## src/sv/rcqpe_pkg.sv

```systemverilog
// Shared types and constants for the quad packet encoder.
// Used by every module of the block; depends on nothing.
`default_nettype none
package rcqpe_pkg;

   localparam int unsigned CHAN_FULL_SCALE_DEF = 10000;
   localparam int unsigned PAYLOAD_BYTES       = 15;
   localparam int unsigned BYTE_IDX_W          = 4;
   localparam int unsigned CHAN_W              = 15;
   localparam int unsigned SUM_W               = CHAN_W + 1;
   localparam int unsigned N_CHAN              = 10;
   localparam int unsigned REQ_DATA_W          = 152;
   localparam int unsigned RSP_DATA_W          = 24;
   localparam int unsigned RF_CHAN_W           = 7;
   localparam int unsigned BIND_CNT_W          = 10;

   // Scaling lanes: quotient = floor(span * (c + FS) / (2 * FS)).
   localparam int unsigned PROD_A_W    = 8 + CHAN_W;
   localparam int unsigned RECIP_SHIFT = PROD_A_W;
   localparam int unsigned RECIP_W     = 16;
   localparam int unsigned PROD_B_W    = PROD_A_W + RECIP_W;

   // Channel positions inside req_tdata.
   localparam int unsigned CH_AIL   = 0;
   localparam int unsigned CH_ELE   = 1;
   localparam int unsigned CH_THR   = 2;
   localparam int unsigned CH_RUD   = 3;
   localparam int unsigned CH_LED   = 4;
   localparam int unsigned CH_FLIP  = 5;
   localparam int unsigned CH_STILL = 6;
   localparam int unsigned CH_VIDEO = 7;
   localparam int unsigned CH_HEAD  = 8;
   localparam int unsigned CH_RATE  = 9;

   // Lane assignment.
   localparam int unsigned N_LANES  = 7;
   localparam int unsigned LN_THR   = 0;
   localparam int unsigned LN_YAW   = 1;
   localparam int unsigned LN_ELE   = 2;
   localparam int unsigned LN_AIL   = 3;
   localparam int unsigned LN_TRUD  = 4;
   localparam int unsigned LN_TELE  = 5;
   localparam int unsigned LN_TAIL  = 6;
   localparam int unsigned LANE_CHAN [N_LANES] =
      '{CH_THR, CH_RUD, CH_ELE, CH_AIL, CH_RUD, CH_ELE, CH_AIL};
   localparam int unsigned LANE_SPAN [N_LANES] = '{255, 120, 120, 120, 32, 64, 64};

   // Configuration register indexes.
   localparam int unsigned CSR_ADDR_W = 3;
   localparam int unsigned CSR_DATA_W = 10;
   localparam logic [CSR_ADDR_W-1:0] CSR_FRAME_FORMAT = 3'd0;
   localparam logic [CSR_ADDR_W-1:0] CSR_DYNAMIC_TRIM = 3'd1;
   localparam logic [CSR_ADDR_W-1:0] CSR_ID_FIRST     = 3'd2;
   localparam logic [CSR_ADDR_W-1:0] CSR_ID_SECOND    = 3'd3;
   localparam logic [CSR_ADDR_W-1:0] CSR_BIND_PACKETS = 3'd4;

   localparam logic [7:0]            ID_FIRST_RST  = 8'h80;
   localparam logic [BIND_CNT_W-1:0] BIND_PKTS_RST = 10'd800;

   // Packet bytes.
   localparam logic [7:0] HDR_BIND      = 8'hAA;
   localparam logic [7:0] HDR_DATA      = 8'h55;
   localparam logic [7:0] ID_ALIAS_FROM = 8'hAA;
   localparam logic [7:0] ID_ALIAS_TO   = 8'hAB;
   localparam logic [7:0] YAW_POS_BASE  = 8'h44;
   localparam logic [7:0] YAW_NEG_BASE  = 8'h3C;
   localparam logic [7:0] ELE_BASE      = 8'hBB;
   localparam logic [7:0] AIL_BASE      = 8'h43;
   localparam logic [7:0] AIL_REV       = 8'hFE;
   localparam logic [7:0] FILL_BYTE     = 8'h20;
   localparam logic [7:0] TRIM_RUD_BASE = 8'h10;
   localparam logic [7:0] TRIM_PIT_BASE = 8'h60;
   localparam logic [7:0] TRIM_RUD_NEUT = 8'h20;
   localparam logic [7:0] TRIM_PIT_NEUT = 8'h40;

   localparam logic [RF_CHAN_W-1:0] BIND_RF_CHAN = 7'h2D;
   localparam logic [7:0]           RF_CHAN_OFS  = 8'h7D;

   // Flag bits, first layout.
   localparam logic [7:0] F0_RATE_MID = 8'h20;
   localparam logic [7:0] F0_RATE_HI  = 8'h40;
   localparam logic [7:0] F0_LED_OFF  = 8'h10;
   localparam logic [7:0] F0_FLIP     = 8'h01;
   localparam logic [7:0] F0_STILL    = 8'h08;
   localparam logic [7:0] F0_VIDEO    = 8'h04;
   localparam logic [7:0] F0_HEADLESS = 8'h02;
   // Flag bits, second layout.
   localparam logic [7:0] F1_RATE_MID = 8'h04;
   localparam logic [7:0] F1_RATE_HI  = 8'h08;
   localparam logic [7:0] F1_FLIP     = 8'h01;
   localparam logic [7:0] F1_STILL    = 8'h40;
   localparam logic [7:0] F1_VIDEO    = 8'h80;
   localparam logic [7:0] F1_HEADLESS = 8'h20;

   typedef logic [N_LANES-1:0][7:0] lane_q_type;

   typedef struct packed {
      logic is_bind;
      logic rud_pos;
      logic rate_pos;
      logic rate_mid;
      logic led;
      logic flip;
      logic still;
      logic video;
      logic headless;
   } side_type;

   typedef struct packed {
      logic       frame_format;
      logic       dynamic_trim;
      logic [7:0] id_first;
      logic [7:0] id_second;
   } cfg_type;

   typedef struct packed {
      logic [PAYLOAD_BYTES-1:0][7:0] bytes;
      logic [RF_CHAN_W-1:0]          rf_chan;
      logic                          is_bind;
   } pkt_type;

endpackage
`default_nettype wire

```

## src/sv/rcqpe_lane.sv

```systemverilog
// One scaling lane: saturates a stick value and finds floor(span*(c+FS)/(2*FS)).
// Three register stages; depends on rcqpe_pkg.
`default_nettype none
module rcqpe_lane #(
   parameter int unsigned FULL_SCALE = rcqpe_pkg::CHAN_FULL_SCALE_DEF,
   parameter int unsigned SPAN       = 120
) (
   input  wire logic                               clock,
   input  wire logic                               en,
   input  wire logic signed [rcqpe_pkg::CHAN_W-1:0] chan_raw,
   output logic             [7:0]                   q
);
   import rcqpe_pkg::*;

   localparam int unsigned DIVISOR = 2 * FULL_SCALE;
   localparam int unsigned RECIP   = (1 << RECIP_SHIFT) / DIVISOR;
   localparam logic signed [SUM_W-1:0] FS_S = SUM_W'(FULL_SCALE);

   logic signed [SUM_W-1:0]    chan_ext;
   logic signed [SUM_W-1:0]    chan_sat;
   logic signed [SUM_W-1:0]    x_s;
   logic        [PROD_A_W-1:0] n_in;
   logic        [PROD_A_W-1:0] n1_ff;
   logic        [PROD_A_W-1:0] n2_ff;
   logic        [PROD_B_W-1:0] prod_b;
   logic        [PROD_A_W-1:0] rem;
   logic        [7:0]          q0_ff;
   logic        [7:0]          q_in;
   logic        [7:0]          q_ff;

   always_comb begin
      chan_ext = SUM_W'(chan_raw);
      if (chan_ext > FS_S) begin
         chan_sat = FS_S;
      end else if (chan_ext < -FS_S) begin
         chan_sat = -FS_S;
      end else begin
         chan_sat = chan_ext;
      end
      x_s  = chan_sat + FS_S;
      n_in = PROD_A_W'(SPAN) * PROD_A_W'(x_s[CHAN_W-1:0]);
      // Reciprocal estimate is low by at most one; the remainder fixes it.
      prod_b = PROD_B_W'(n1_ff) * PROD_B_W'(RECIP);
      rem    = n2_ff - PROD_A_W'(q0_ff) * PROD_A_W'(DIVISOR);
      q_in   = (rem >= PROD_A_W'(DIVISOR)) ? q0_ff + 8'd1 : q0_ff;
   end

   always_ff @(posedge clock) begin
      if (en) begin
         n1_ff <= n_in;
         n2_ff <= n1_ff;
         q0_ff <= prod_b[RECIP_SHIFT +: 8];
         q_ff  <= q_in;
      end
   end

   assign q = q_ff;

endmodule
`default_nettype wire

```

## src/sv/rcqpe_merge.sv

```systemverilog
// Merging stage: combines lane quotients, switch bits and configuration into
// one registered 15-byte packet. Depends on rcqpe_pkg.
`default_nettype none
module rcqpe_merge (
   input  wire logic                  clock,
   input  wire logic                  load,
   input  wire rcqpe_pkg::lane_q_type q,
   input  wire rcqpe_pkg::side_type   side,
   input  wire rcqpe_pkg::cfg_type    cfg,
   output rcqpe_pkg::pkt_type         pkt
);
   import rcqpe_pkg::*;

   pkt_type    pkt_in;
   pkt_type    pkt_ff;
   logic [7:0] id0;
   logic [7:0] ail;
   logic [7:0] flags;

   always_comb begin
      id0   = (cfg.id_first == ID_ALIAS_FROM) ? ID_ALIAS_TO : cfg.id_first;
      ail   = AIL_BASE + q[LN_AIL];
      flags = '0;
      if (!cfg.frame_format) begin
         if (side.rate_pos) begin
            if (side.rate_mid) begin
               flags = flags | F0_RATE_MID;
            end
         end else begin
            flags = flags | F0_RATE_HI;
         end
         if (side.led)      flags = flags | F0_LED_OFF;
         if (side.flip)     flags = flags | F0_FLIP;
         if (side.still)    flags = flags | F0_STILL;
         if (side.video)    flags = flags | F0_VIDEO;
         if (side.headless) flags = flags | F0_HEADLESS;
      end else begin
         if (side.rate_pos) begin
            if (side.rate_mid) begin
               flags = flags | F1_RATE_MID;
            end
         end else begin
            flags = flags | F1_RATE_HI;
         end
         if (side.flip)     flags = flags | F1_FLIP;
         if (side.still)    flags = flags | F1_STILL;
         if (side.video)    flags = flags | F1_VIDEO;
         if (side.headless) flags = flags | F1_HEADLESS;
      end

      pkt_in          = '0;
      pkt_in.is_bind  = side.is_bind;
      pkt_in.rf_chan  = side.is_bind ? BIND_RF_CHAN : RF_CHAN_W'(id0 - RF_CHAN_OFS);
      pkt_in.bytes[0] = side.is_bind ? HDR_BIND : HDR_DATA;
      pkt_in.bytes[1] = id0;
      pkt_in.bytes[2] = cfg.id_second;
      pkt_in.bytes[5] = q[LN_THR];
      pkt_in.bytes[6] = side.rud_pos ? YAW_POS_BASE + q[LN_YAW] : YAW_NEG_BASE - q[LN_YAW];
      pkt_in.bytes[7] = ELE_BASE - q[LN_ELE];
      pkt_in.bytes[8] = cfg.frame_format ? AIL_REV - ail : ail;
      pkt_in.bytes[9] = FILL_BYTE;
      if (cfg.dynamic_trim) begin
         pkt_in.bytes[10] = TRIM_RUD_BASE + q[LN_TRUD];
         pkt_in.bytes[11] = TRIM_PIT_BASE - q[LN_TELE];
         pkt_in.bytes[12] = TRIM_PIT_BASE - q[LN_TAIL];
      end else begin
         pkt_in.bytes[10] = TRIM_RUD_NEUT;
         pkt_in.bytes[11] = TRIM_PIT_NEUT;
         pkt_in.bytes[12] = TRIM_PIT_NEUT;
      end
      pkt_in.bytes[13] = flags;
   end

   always_ff @(posedge clock) begin
      if (load) begin
         pkt_ff <= pkt_in;
      end
   end

   assign pkt = pkt_ff;

endmodule
`default_nettype wire

```

## src/sv/rc_quad_packet_encoder.sv

```systemverilog
// The first byte of a packet is shown once its tick beat has passed the lane stages,
// the merge register and the serializer register. One packet byte goes out per cycle
// while rsp_tready is high; the next packet loads as the last held byte is taken.
// Up to five packets can be in flight between the lanes, the merge register and the output.
// Reset is synchronous and active high; it clears the link phase and the valid bits and
// loads the configuration defaults, after which the block takes beats at once.
`default_nettype none
module rc_quad_packet_encoder #(
   parameter int unsigned CHAN_FULL_SCALE = rcqpe_pkg::CHAN_FULL_SCALE_DEF
) (
   input  wire logic                                clock,
   input  wire logic                                reset,
   // aileron, elevator, throttle, rudder, led_switch, flip_switch,
   // still_switch, video_switch, headless_switch, rate_switch (15 bits each), 2 zero bits
   input  wire logic [rcqpe_pkg::REQ_DATA_W-1:0]    req_tdata,
   input  wire logic                                req_tvalid,
   output logic                                     req_tready,
   // payload_byte [7:0], byte_index [11:8], radio_channel [18:12], 5 zero bits
   output logic      [rcqpe_pkg::RSP_DATA_W-1:0]    rsp_tdata,
   // is_bind
   output logic                                     rsp_tuser,
   output logic                                     rsp_tlast,
   output logic                                     rsp_tvalid,
   input  wire logic                                rsp_tready,
   input  wire logic                                csr_we,
   input  wire logic [rcqpe_pkg::CSR_ADDR_W-1:0]    csr_addr,
   input  wire logic [rcqpe_pkg::CSR_DATA_W-1:0]    csr_wdata
);
   import rcqpe_pkg::*;

   // The tick stream walks three link phases: a load of the bind counter, a run
   // of bind packets, and data packets for good.
   typedef enum logic [1:0] {
      PH_INIT = 2'd0,
      PH_BIND = 2'd1,
      PH_DATA = 2'd2
   } phase_type;

   localparam logic signed [CHAN_W-1:0] HALF_S = CHAN_W'(CHAN_FULL_SCALE / 2);
   localparam logic [BYTE_IDX_W-1:0]    LAST_IDX = BYTE_IDX_W'(PAYLOAD_BYTES - 1);

   // Configuration registers.
   cfg_type               cfg_ff;
   cfg_type               cfg_in;
   logic [BIND_CNT_W-1:0] bind_pkts_ff;
   logic [BIND_CNT_W-1:0] bind_pkts_in;

   // Link phase.
   phase_type             phase_ff;
   phase_type             phase_in;
   logic [BIND_CNT_W-1:0] binds_left_ff;
   logic [BIND_CNT_W-1:0] binds_left_in;

   // Lane pipeline control: three stages share one advance enable.
   logic                  accept;
   logic                  emit;
   logic                  emit_bind;
   logic                  pipe_en;
   logic                  v1_ff, v2_ff, v3_ff;
   logic                  v1_in, v2_in, v3_in;
   side_type              side0;
   side_type              side1_ff, side2_ff, side3_ff;

   logic signed [CHAN_W-1:0] chan [N_CHAN];
   lane_q_type            lane_q;

   // Packet register between merge and serializer.
   logic                  m_free;
   logic                  mv_ff, mv_in;
   pkt_type               pkt;

   // Serializer: one byte per beat out of the held packet.
   logic                  s_load;
   logic                  sv_ff, sv_in;
   logic [BYTE_IDX_W-1:0] idx_ff, idx_in;
   pkt_type               ser_ff;
   logic [7:0]            out_byte;

   always_comb begin
      for (int i = 0; i < N_CHAN; i++) begin
         chan[i] = req_tdata[i*CHAN_W +: CHAN_W];
      end
   end

   // Handshake chain, from the output back toward the input.
   assign s_load     = !sv_ff || (rsp_tready && (idx_ff == LAST_IDX));
   assign m_free     = !mv_ff || s_load;
   assign pipe_en    = !v3_ff || m_free;
   assign req_tready = pipe_en;
   assign accept     = req_tvalid && req_tready;

   // Switch decisions need no saturation: clamping keeps the sign, and half of
   // full scale lies inside the clamp range.
   always_comb begin
      side0.is_bind  = emit_bind;
      side0.rud_pos  = !chan[CH_RUD][CHAN_W-1] && (chan[CH_RUD] != '0);
      side0.rate_pos = !chan[CH_RATE][CHAN_W-1] && (chan[CH_RATE] != '0);
      side0.rate_mid = chan[CH_RATE] < HALF_S;
      side0.led      = !chan[CH_LED][CHAN_W-1] && (chan[CH_LED] != '0);
      side0.flip     = !chan[CH_FLIP][CHAN_W-1] && (chan[CH_FLIP] != '0);
      side0.still    = !chan[CH_STILL][CHAN_W-1] && (chan[CH_STILL] != '0);
      side0.video    = !chan[CH_VIDEO][CHAN_W-1] && (chan[CH_VIDEO] != '0);
      side0.headless = !chan[CH_HEAD][CHAN_W-1] && (chan[CH_HEAD] != '0);
   end

   // Link phase and configuration next state.
   always_comb begin
      phase_in      = phase_ff;
      binds_left_in = binds_left_ff;
      emit          = 1'b0;
      emit_bind     = 1'b0;
      case (phase_ff)
         PH_INIT: begin
            if (accept) begin
               binds_left_in = bind_pkts_ff;
               phase_in      = PH_BIND;
            end
         end
         PH_BIND: begin
            if (binds_left_ff == '0) begin
               if (accept) begin
                  phase_in = PH_DATA;
               end
            end else begin
               emit      = 1'b1;
               emit_bind = 1'b1;
               if (accept) begin
                  binds_left_in = binds_left_ff - 1'b1;
               end
            end
         end
         PH_DATA: begin
            emit = 1'b1;
         end
         default: begin
            // The spare phase code behaves as data mode.
            emit = 1'b1;
         end
      endcase

      cfg_in       = cfg_ff;
      bind_pkts_in = bind_pkts_ff;
      if (csr_we) begin
         case (csr_addr)
            CSR_FRAME_FORMAT: cfg_in.frame_format = csr_wdata[0];
            CSR_DYNAMIC_TRIM: cfg_in.dynamic_trim = csr_wdata[0];
            CSR_ID_FIRST:     cfg_in.id_first     = csr_wdata[7:0];
            CSR_ID_SECOND:    cfg_in.id_second    = csr_wdata[7:0];
            CSR_BIND_PACKETS: bind_pkts_in        = csr_wdata;
            default: begin
            end
         endcase
      end
   end

   // Pipeline, packet register and serializer next state.
   always_comb begin
      v1_in = v1_ff;
      v2_in = v2_ff;
      v3_in = v3_ff;
      if (pipe_en) begin
         v1_in = accept && emit;
         v2_in = v1_ff;
         v3_in = v2_ff;
      end
      mv_in = m_free ? v3_ff : mv_ff;

      sv_in  = sv_ff;
      idx_in = idx_ff;
      if (s_load) begin
         sv_in  = mv_ff;
         idx_in = '0;
      end else if (rsp_tready) begin
         idx_in = idx_ff + 1'b1;
      end
   end

   always_ff @(posedge clock) begin
      if (reset) begin
         phase_ff       <= PH_INIT;
         binds_left_ff  <= '0;
         cfg_ff         <= '{frame_format: 1'b0, dynamic_trim: 1'b0,
                             id_first: ID_FIRST_RST, id_second: 8'h00};
         bind_pkts_ff   <= BIND_PKTS_RST;
         v1_ff          <= 1'b0;
         v2_ff          <= 1'b0;
         v3_ff          <= 1'b0;
         mv_ff          <= 1'b0;
         sv_ff          <= 1'b0;
         idx_ff         <= '0;
      end else begin
         phase_ff       <= phase_in;
         binds_left_ff  <= binds_left_in;
         cfg_ff         <= cfg_in;
         bind_pkts_ff   <= bind_pkts_in;
         v1_ff          <= v1_in;
         v2_ff          <= v2_in;
         v3_ff          <= v3_in;
         mv_ff          <= mv_in;
         sv_ff          <= sv_in;
         idx_ff         <= idx_in;
      end
   end

   // Side data rides along the lane stages; the held packet needs no reset.
   always_ff @(posedge clock) begin
      if (pipe_en) begin
         side1_ff <= side0;
         side2_ff <= side1_ff;
         side3_ff <= side2_ff;
      end
      if (s_load) begin
         ser_ff <= pkt;
      end
   end

   // One lane per scaled byte: throttle, yaw, elevator, aileron and three trims.
   for (genvar g = 0; g < N_LANES; g++) begin : g_lane
      rcqpe_lane #(
         .FULL_SCALE (CHAN_FULL_SCALE),
         .SPAN       (LANE_SPAN[g])
      ) u_lane (
         .clock    (clock),
         .en       (pipe_en),
         .chan_raw (chan[LANE_CHAN[g]]),
         .q        (lane_q[g])
      );
   end

   rcqpe_merge u_merge (
      .clock (clock),
      .load  (m_free),
      .q     (lane_q),
      .side  (side3_ff),
      .cfg   (cfg_ff),
      .pkt   (pkt)
   );

   assign out_byte   = ser_ff.bytes[idx_ff];
   assign rsp_tvalid = sv_ff;
   assign rsp_tuser  = ser_ff.is_bind;
   assign rsp_tlast  = (idx_ff == LAST_IDX);
   assign rsp_tdata  = {(RSP_DATA_W - 8 - BYTE_IDX_W - RF_CHAN_W)'(0), ser_ff.rf_chan,
                        idx_ff, out_byte};

endmodule
`default_nettype wire

```

## config.mk

```make
export PLATFORM = sky130hd
export DESIGN_NAME = rc_quad_packet_encoder
export DESIGN_NICKNAME = d
export VERILOG_FILES = /design/src/sv/rcqpe_pkg.sv /design/src/sv/rcqpe_lane.sv /design/src/sv/rcqpe_merge.sv /design/src/sv/rc_quad_packet_encoder.sv
export SDC_FILE = /design/constraint.sdc
export NUM_CORES = 2
export LEC_CHECK = 0
export CAP_MARGIN = 5
export CELL_PAD_IN_SITES_DETAIL_PLACEMENT = 1
export CELL_PAD_IN_SITES_GLOBAL_PLACEMENT = 1
export CORE_MARGIN = 2
export CORE_UTILIZATION = 40
export CTS_BUF_LIST = sky130_fd_sc_hd__clkbuf_4
export DETAILED_ROUTE_END_ITERATION = 10
export DONT_BUFFER_PORTS = 1
export MAX_ROUTING_LAYER = met4
export PLACE_DENSITY_LB_ADDON = 0.1
export RECOVER_POWER = 50
export SYNTH_ARGS = -nofsm -noshare
export SYNTH_HDL_FRONTEND = slang
export SYNTH_SLANG_ARGS = --single-unit
```

## constraint.sdc

```tcl
create_clock -name clock -period 15.08 [get_ports clock]
set_input_delay 3.016 -clock clock [delete_from_list [all_inputs] [get_ports clock]]
set_output_delay 3.016 -clock clock [all_outputs]
set_load 0.05 [all_outputs]
```

==> impl_metrics.json <==
{
  "run_status": "finished with violations",
  "violations": "max-capacitance violations, max-slew violations",
  "ys_ff_latch": 597,
  "drcViolationCount": 0,
  "rsz0062_at_grt": "no",
  "synth_edf_count": 548,
  "path_buf_inv": 4,
  "period_share_pct": 68.3,
  "numPortBuffers": 0,
  "endpoint_kind": "flip-flop",
  "cts_hold_buf": 0,
  "cts.sinks": 597,
  "critPathMaxStageDelay_ns": 4.16,
  "mostFrequentLayoutCells": "1129 x inv_1, 1031 x ha_1, 548 x edfxtp_1, 473 x fa_1, 278 x a21oi_1",
  "dieArea_um2": 150000,
  "crit_path_end": "g_lane[3].u_lane.n2_ff[3]$_DFFE_PN_",
  "track_usage_pct": 18.5,
  "critical_path.cell_chain": "clkbuf_1 -> inv_1 -> ha_1 -> and3_1 -> a21boi_0 -> nand3_1 -> clkbuf_1 -> buf_4",
  "crit-reg2reg-launch": "idx_ff[0]$_SDFFE_PP0P_",
  "cts.path.max_buffers": 3,
  "dp_hpwl_um": 106000,
  "crit_path_frequent_cell": "clkbuf_1",
  "cts_resized": 0,
  "cap_violations": 5,
  "fp-row-count": 140,
  "gp_congestion": 0.825,
  "fin_nets": 7412,
  "fillers": 16300,
  "yosysSeqAreaShare_pct": 29.7,
  "relSlewSlack_pct": -299,
  "tightest_slew_ns": 5.99,
  "grt_first_pass_wirelength_um": 220000,
  "die_h_um": 387,
  "syn_area_per_cell_um2": 10.5,
  "vias": 39200,
  "start_kind": "flip-flop",
  "crit_arrival_ns": 10.96,
  "final-setup-viol-count": 0,
  "crit_cells": 8,
  "grt_pass1_vias": 43500,
  "root_buffer": "clkbuf_4",
  "final_antenna_net_count": 0,
  "critPathKind": "reg2reg",
  "numCtsBuffers": 175,
  "ff2ff_setup_slack_ns": 4.78,
  "overflow": 0,
  "period_needed_ns": 10.30,
  "grt_max_degree": 110,
  "cts_setup_buffers": 0,
  "finalHoldViolCount": 0,
  "synth.cell_area_um2": 58800,
  "viasPerCell": 5.03,
  "tns_ns": 0,
  "layout-drive-gt1-share_pct": 5.80,
  "worstReg2RegEnd": "g_lane[3].u_lane.n2_ff[3]$_DFFE_PN_",
  "drt-pass1-iter-count": 5,
  "reg2reg_depth": 8,
  "io_pins": 198,
  "die_w_um": 387,
  "synth-main-ff-cell": "edfxtp_1",
  "final_common_cell": "inv_1",
  "critPathLaunch": "idx_ff[0]$_SDFFE_PP0P_",
  "required_ns": 15.73,
  "critPathMaxFanout": 109,
  "clk_pin_slew_worst_paths_ns": 0.06,
  "antenna_found_initial": 4,
  "path_delay_family": "buffers and inverters",
  "final_core_utilization_pct": 43.4,
  "drt_first_iter_violations": 1150,
  "htreeDepth": 4,
  "routed_wl_um": 129000,
  "core_area_um2": 146000,
  "synth.distinct_cells": 94,
  "hp-class": "reg2reg",
  "start_util_pct": 40.3,
  "tritoncts": "done",
  "ys_warn_count": 0,
  "clk_latency_ns": 1.11,
  "slew_violations": 328,
  "wire_per_inst_um": 16.6,
  "fmaxAchievable_ghz": 0.0971,
  "skew_ns": 0.0931,
  "slowest_stage": "clkbuf_1",
  "async_flop_share_pct": 0,
  "syn-instance-count": 5604,
  "area_growth_pct": 7.47
}
## cell families (layout without fill, tap and decap cells)
kind of cell               after synthesis  in the layout  synth area share (%)
buffers and inverters                 1198           1457                  7.73
muxes                                   46             46                 0.813
and+or+nand+nor                       1017           1017                  8.66
other                                    1             12               0.00638
adders and majority gates             1504           1504                  38.0
DFF                                    597            597                  29.7
xor gates and xnor gates               337            337                  5.02
AOI/OAI and AO/OA                      904            904                  10.1
## registers in the layout, summed over array words and instances (netlist names), 10 cells and up
name / cells
cfg_ff: 18
g_lane.u_lane.q0_ff: 52
g_lane.u_lane.n1_ff: 122
u_merge.pkt: 89
g_lane.u_lane.n2_ff: 114
bind_pkts_ff: 10
binds_left_ff: 10
g_lane.u_lane.q: 55
ser_ff: 82
## routing by layer
| metal | global-route usage [%] | part of all wire, % | vias up |
|---|---|---|---|
| met1 | 23.5 | 46 | 19100 |
| met4 | 4.50 | 1.9 | 0 |
| met3 | 2.69 | 2.8 | 186 |
| met2 | 30.9 | 49 | 459 |
| met5 | - | 0 | - |
| li1 | - | - | 19500 |
## through the flow
step                hold WS, ns  cells  area, µm²  worst slack (ns)
detailed placement        0.405   7478      61100              4.15
finish                    0.414   7791      63200              4.78
global route              0.390   7791      63200              3.78
floorplan                 0.400   5608      58800              3.64
CTS                       0.394   7784      63200              5.38
global placement          0.402   7478      61100              4.23
## cells in the mapped netlist (all sizes together) (17+ instances only)
cell	count	area, µm²
o21bai	31	233
nand2b	53	332
nor2	220	826
and3	37	231
nor3	99	505
nor2b	54	338
dfxtp	49	981
a21oi	279	1400
a211oi	27	203
fa	473	9470
inv	1130	4240
o211ai	36	270
a21o	78	586
xnor2	198	1730
nor4	31	209
ha	1031	12900
o31ai	17	133
edfxtp	548	16500
a31oi	25	156
buf	17	110
clkbuf	51	191
o21a	55	413
or3	37	231
mux2i	32	320
xor2	139	1220
nand3	98	495
nand2	243	912
nand4	30	188
or2	20	125
and2	46	290
o21ai	181	917
a41oi	23	201
## worst register-to-register path, delay by kind of cell (launching register included)
| kind | cells | cell delay, ns |
|---|---|---|
| buffers and inverters | 4 | 7.25 |
| DFF | 1 | 0.31 |
| and+or+nand+nor | 2 | 1.61 |
| AOI/OAI and AO/OA | 1 | 0.44 |
| adders and majority gates | 1 | 0.23 |
## area by class of cell
class / instances / area (µm²) / area share, %
Multi-Input combinational cell: 3813 / 36800 / 58.3
Sequential cell: 597 / 17400 / 27.6
Inverter: 1130 / 4240 / 6.71
Tap cell: 1917 / 2400 / 3.80
Clock buffer: 241 / 1810 / 2.86
Clock inverter: 65 / 327 / 0.517
Timing Repair Buffer: 21 / 124 / 0.196
Antenna cell: 7 / 17.5 / 0.0277
## how the worst min path moves through the flow
stage / startpoint / cells after the start / end
CTS: g_lane[0].u_lane.q[1]$_DFFE_PN_ / 0 / u_merge.pkt[49]$_DFFE_PP_
global route: u_merge.pkt[60]$_DFFE_PP_ / 0 / ser_ff[60]$_DFFE_PP_
global placement: u_merge.pkt[13]$_DFFE_PP_ / 0 / ser_ff[13]$_DFFE_PP_
finish: u_merge.pkt[102]$_SDFFCE_PN1P_ / 0 / ser_ff[102]$_DFFE_PP_
floorplan: u_merge.pkt[1]$_SDFFCE_PP1P_ / 0 / rsp_tdata[12]$_DFFE_PP_
detailed placement: side1_ff[8]$_SDFFCE_PN0N_ / 0 / side2_ff[8]$_DFFE_PN_
Power is not shown: default switching activity piles up to over one toggle a cycle in this logic, so the estimate is an artifact.
